$ cat src/design/dq_pkg.sv
`timescale 1ns / 1ps
// ----------------------------------------------------------------------------
// dq_pkg: shared types and constants for the bounded deque
// Request/response structs, opcode and status codes, cell control bundle.
// ----------------------------------------------------------------------------
package dq_pkg;

	localparam int DEPTH  = 128;
	localparam int IDX_W  = (DEPTH > 2) ? $clog2(DEPTH) : 1;
	localparam int CNT_W  = $clog2(DEPTH + 1);
	localparam int WORD_W = 32;
	localparam int OCC_W  = 8;
	localparam int GRP_SZ = 16;
	localparam int N_GRP  = (DEPTH + GRP_SZ - 1) / GRP_SZ;

	typedef enum logic [1:0] {
		OP_PUSH_FRONT = 2'd0,
		OP_POP_FRONT  = 2'd1,
		OP_PUSH_BACK  = 2'd2,
		OP_POP_BACK   = 2'd3
	} op_t;

	typedef enum logic [1:0] {
		STAT_DONE  = 2'd0,
		STAT_FULL  = 2'd1,
		STAT_EMPTY = 2'd2
	} stat_t;

	typedef enum logic [1:0] {
		S_IDLE,
		S_GATHER,
		S_COMMIT
	} state_t;

	typedef struct packed {
		op_t                      opcode;
		logic signed [WORD_W-1:0] value;
	} req_t;

	typedef struct packed {
		stat_t                    status;
		logic signed [WORD_W-1:0] popped_value;
		logic                     popped_valid;
		logic [OCC_W-1:0]         occupancy;
	} rsp_t;

	// per-cycle controls broadcast to every cell
	typedef struct packed {
		logic             push_front;
		logic             pop_front;
		logic             push_back;
		logic [IDX_W-1:0] wr_idx;
		logic [IDX_W-1:0] rd_idx;
	} cell_ctl_t;

	function automatic logic [OCC_W-1:0] occ_of(input logic [CNT_W-1:0] cnt);
		logic [CNT_W+OCC_W-1:0] wide;
		wide = {{OCC_W{1'b0}}, cnt};
		return wide[OCC_W-1:0];
	endfunction

endpackage

$ cat src/design/dq_cell.sv
`timescale 1ns / 1ps
// ----------------------------------------------------------------------------
// dq_cell: one storage cell of the deque chain
// Holds one word; shifts toward either neighbor or loads the pushed word.
// ----------------------------------------------------------------------------
module dq_cell
	import dq_pkg::*;
(
	input  logic                     clk,
	input  logic [IDX_W-1:0]         idx,
	input  cell_ctl_t                ctl,
	input  logic signed [WORD_W-1:0] left_data,
	input  logic signed [WORD_W-1:0] right_data,
	input  logic signed [WORD_W-1:0] wr_data,
	output logic signed [WORD_W-1:0] data,
	output logic signed [WORD_W-1:0] rd_data
);

	logic signed [WORD_W-1:0] data_q;

	always_ff @(posedge clk) begin
		if (ctl.push_front) begin
			data_q <= left_data;
		end else if (ctl.pop_front) begin
			data_q <= right_data;
		end else if (ctl.push_back && (idx == ctl.wr_idx)) begin
			data_q <= wr_data;
		end
	end

	assign data    = data_q;
	// only the addressed cell drives the gather tree
	assign rd_data = (idx == ctl.rd_idx) ? data_q : '0;

endmodule

$ cat config.mk
export PLATFORM = sky130hd
export DESIGN_NAME = dq_cell
export DESIGN_NICKNAME = d
export VERILOG_FILES = /design/src/design/dq_pkg.sv /design/src/design/dq_cell.sv
export SDC_FILE = /design/constraint.sdc
export NUM_CORES = 1
export LEC_CHECK = 0
export ABC_CLOCK_PERIOD_IN_PS = 4400
export BUFFER_PORTS_ARGS = -buffer_cell sky130_fd_sc_hd__buf_2
export CAP_MARGIN = 20
export CORE_UTILIZATION = 40
export CTS_CLUSTER_DIAMETER = 60
export DETAILED_ROUTE_END_ITERATION = 10
export GPL_TIMING_DRIVEN = 0
export PLACE_DENSITY = 0.88
export SETUP_SLACK_MARGIN = 0.15
export SLEW_MARGIN = 20
export SYNTH_ARGS = -nofsm -noshare
export SYNTH_HDL_FRONTEND = slang
export SYNTH_SLANG_ARGS = --single-unit
$ cat constraint.sdc
create_clock -name clk -period 4.4 [get_ports clk]
set_input_delay 0.22 -clock clk [delete_from_list [all_inputs] [get_ports clk]]
set_output_delay 0.22 -clock clk [all_outputs]
set_load 0.05 [all_outputs]
; After elaboration in Yosys (flattened, before gate mapping)
; Index checks and enable logic that the tools add are counted.
[totals]
register_bits = 32
input_bits = 121
output_inout_bits = 64
word_cells = 9
[classes]
n_eq_ne = 2
n_mux = 4
n_reduce_logical = 2
[ops]
columns = operator, count
row1 = $mux W32, 4
row2 = $eq A7 B7 Y1, 2
row3 = $reduce_bool A3 Y1, 1
row4 = $logic_and A1 B1 Y1, 1

; Longest topological paths before layout
[depth]
ltp_word = 5
mapped_depth = 4
depth_no_buf = 3

; Worst setup path after synthesis
; Ideal clock, no wire load.
[synth_timing]
path_kind = in2reg
start = in idx[2]
end = reg data_q[0] (netlist: data[0]) (enable)
setup_ps = 466
arrival_time_ps = 2756
t_required_ps = 3934
path_slack_ps = 1179
path_stages = 3
n_path_buf = 0
cell_sequence = xnor2_1 nand4_1 o21ai_0
[synth_between]
elab_chain_cells = 3
[synth_lines]
columns = item, line
row1 = from (decl), dq_cell.sv:10  ; input logic [IDX_W-1:0] idx,
row2 = $eq A7 B7 Y1, dq_cell.sv:26  ; end else if (ctl.push_back && (idx == ctl.wr_idx)) begin
row3 = $logic_and A1 B1 Y1, dq_cell.sv:26
row4 = $reduce_bool A3 Y1 (no line), -
row5 = to (signal assigned), dq_cell.sv:23  ; data_q <= left_data;
row6 = to (signal assigned), dq_cell.sv:25  ; data_q <= right_data;
row7 = to (signal assigned), dq_cell.sv:27  ; data_q <= wr_data;
row8 = to (decl), dq_cell.sv:19  ; logic signed [WORD_W-1:0] data_q;
; Every way passes these cells.
; A chain may end at the register's enable or synchronous reset.

; Worst setup path in the final report
[layout_timing]
start = in idx[2]
end = out rd_data[20]
[layout_between]
elab_chain_cells = 2
[layout_lines]
columns = item, line
row1 = $eq A7 B7 Y1, dq_cell.sv:33  ; assign rd_data = (idx == ctl.rd_idx) ? data_q : '0;
row2 = $mux W32, dq_cell.sv:33
row3 = to (decl), dq_cell.sv:16  ; output logic signed [WORD_W-1:0] rd_data
; Every way passes these cells.

==> results.py <==
metrics = {
    "route": {
        "drc_errors": 0,
        "num_vias": 2306,
        "ant_nets": 0,
        "vias_per_cell": 4.69,
        "initialDrtViolationCount": 75,
        "wl_per_cell_um": 13.5,
        "drt-total-wl_mm": 6.62,
        "drt_pass1_iterations": 6,
    },
    "finish": {
        "areaGrowthSynthToFinish_pct": 48.9,
        "drive_above_1_share_pct": 56.0,
        "largest_register_ffs": 32,
        "seq_area_sq_um": 961,
        "multiInputGateArea_sq_mm": 0.00109,
        "fillers": 497,
        "num_antenna_cells": 0,
        "final_util_pct": 62.1,
        "nets": 540,
    },
    "floorplan": {
        "die_h_um": 77.8,
        "die_w_um": 77.8,
        "rows": 27,
        "initial_core_util_pct": 41.7,
        "dieArea_sq_mm": 0.00605,
        "core_sq_mm": 0.00551,
        "ios": 185,
    },
    "worst_setup_path": {
        "critPathTopFamily": "buffers and inverters",
        "crit_slowest_cell": "buf_2",
        "path_class": "in -> out",
        "cpMostUsedCell": "buf_2",
        "worstSetupStartpointType": "primary input",
        "critical_path.max_stage_delay_ps": 290,
        "cp-end-kind": "output pin",
        "cp_max_fo": 10,
        "path_cells": "buf_2, xnor2_1, nand4_2, buf_6, nor3_2, buf_2",
        "cp_num_buf_inv": 3,
        "worstPathArrival_ps": 1440,
        "critical_path_required_ps": 4180,
        "cp_num_cells": 6,
    },
    "synthesis": {
        "synth.distinct_cells": 17,
        "syn-num-nets": 350,
        "yosys.area.top_type": "edfxtp_1",
        "synth_edf_count": 32,
        "yosys-top-cells-count": "32 x edfxtp_1, 32 x inv_1, 32 x mux2i_1, 32 x nand2_1, 30 x nor3_2",
        "ys_top_cells_by_area": "edfxtp_1 42%, mux2i_1 14%, nor3_2 13%, xnor2_1 5.3%, inv_1 5.2%",
        "syn_inst": 229,
        "synth_area_sq_mm": 0.00230,
        "async_flop_share_pct": 0,
        "synth_top_area_share_pct": 41.8,
        "synth-seq-cells": 32,
        "yosysSeqAreaShare_pct": 41.8,
        "yosys_warnings": 0,
        "ys.flop_type": "edfxtp_1",
        "syn_area_per_cell_sq_um": 10.0,
    },
    "clock_network": {
        "clock-sinks": 32,
        "ctsResizeCount": 0,
        "cts-root-buf": "clkbuf_8",
        "cts_tree": "done",
        "post_cts_buffers": 0,
        "h-tree-depth": 2,
        "cts_buffer_depth": 2,
        "numCtsBuffers": 5,
        "hold_buffers": 0,
        "path_clk_slew_ps": 70,
    },
    "global_routing": {
        "grt_overflow_total": 0,
        "grtUsageTotal_pct": 22.5,
        "grt_pass1_vias": 2207,
        "grt_max_degree": 21,
        "antenna_found_initial": 0,
        "grt_pass1_wl_mm": 10.4,
    },
    "hold_path": {
        "hold_end": "data[11]$_DFFE_PP_",
        "worstHoldStart": "left_data[11]",
        "min_path_type": "in -> reg",
        "whs_path_depth": 3,
    },
    "job": {
        "max_cap_viol_count": 0,
    },
    "status": {
        "status": "complete, no violations",
    },
    "sta": {
        "fmax_ghz": 0.602,
        "slew_headroom_pct": 64.9,
        "tightest_slew_ps": 524,
        "min_period_ps": 1660,
        "finalHoldViolations": 0,
        "hold_ws_ps": 217,
        "finalSetupViolCount": 0,
        "post-route-period-util_pct": 37.7,
        "fin_tns_setup_ps": 0,
        "rsz0062_at_grt": "no",
        "final-max-slew-violation-count": 0,
    },
    "power": {
        "total_power_mw": 0.972,
        "p_leak_nw": 1.75,
        "powerDensity_mw_per_mm2": 284,
        "vdd_drop_max_v": 0.000159,
    },
    "placed_design": {
        "gp_congestion": 0.818,
        "dp_hpwl_mm": 5.36,
        "port_buffers": 182,
    },
}
[layout by cell type (no fill, tap or decap)]
master      instances
nor3_2             30
o21ai_0            21
nor3_1              2
buf_2             185
edfxtp_1           32
nand3_2             1
inv_1              32
clkbuf_8            5
buf_6               9
clkinv_1            1
o21ai_4             1
nand4_2             1
clkbuf_1            5
buf_4               1
o21ai_1            11
xnor2_1            14
clkinvlp_4          1
nand4_1             2
nand2_1            32
nor2_1              1
mux2i_1            32
buf_16              1
[cell families after synthesis]
| family | synth area share [%] |
|---|---|
| compound gates | 7.19 |
| xor+xnor | 5.34 |
| buf+inv | 11.3 |
| mux | 13.9 |
| simple gates | 20.4 |
| flops | 41.8 |
[worst min-delay path, delay by kind of cell]
| family | cells | cell delay (ps) |
|---|---|---|
| AND/OR/NAND/NOR | 1 | 40 |
| AO/OA/AOI/OAI | 1 | 60 |
| buffers and inverters | 1 | 70 |
[where the power goes]
group,total (mW),switching (mW),internal [mW],leakage (nW)
Clock,0.216,0.106,0.110,0.0388
Combinational,0.358,0.245,0.113,1.39
Sequential,0.397,0.0183,0.379,0.330
[layout make-up]
cell class | count | area share (%)
flip-flops and latches | 32 | 28.1
clock buffers | 6 | 2.12
repair buffers | 183 | 27.4
plain buffers | 17 | 4.06
clock inverters | 2 | 0.329
well taps | 72 | 2.63
multi-input cells | 148 | 31.8
inverters | 32 | 3.51
[metal layers]
| layer | vias to the layer above | global-route usage (%) | wire length (um) |
|---|---|---|---|
| li1 | 1160 | - | - |
| met4 | 0 | 7.74 | 101 |
| met5 | - | 0 | 0 |
| met1 | 1026 | 25.3 | 2560 |
| met3 | 12 | 4.47 | 423 |
| met2 | 108 | 42.0 | 3540 |
[per-stage QoR]
step / worst slack, ps / cells / area, sq um
after floorplan: 1180 / 229 / 2300
after global placement: 52.1 / 483 / 3300
after detailed placement: 2690 / 484 / 3340
after CTS: 2710 / 492 / 3420
after global routing: 2620 / 492 / 3420
final: 2740 / 492 / 3420
[worst max-delay path by stage]
stage          startpoint  slack [ps]                 end
2_1_floorplan      idx[2]        1180   data[0]$_DFFE_PP_
6_report           idx[2]        2740         rd_data[20]
3_3_place_gp       idx[2]          50  data[12]$_DFFE_PP_
5_1_grt            idx[5]        2620         rd_data[12]
3_5_place_dp       idx[1]        2690  data[14]$_DFFE_PP_
4_1_cts            idx[2]        2710         rd_data[20]
(Power assumes the default switching activity.)
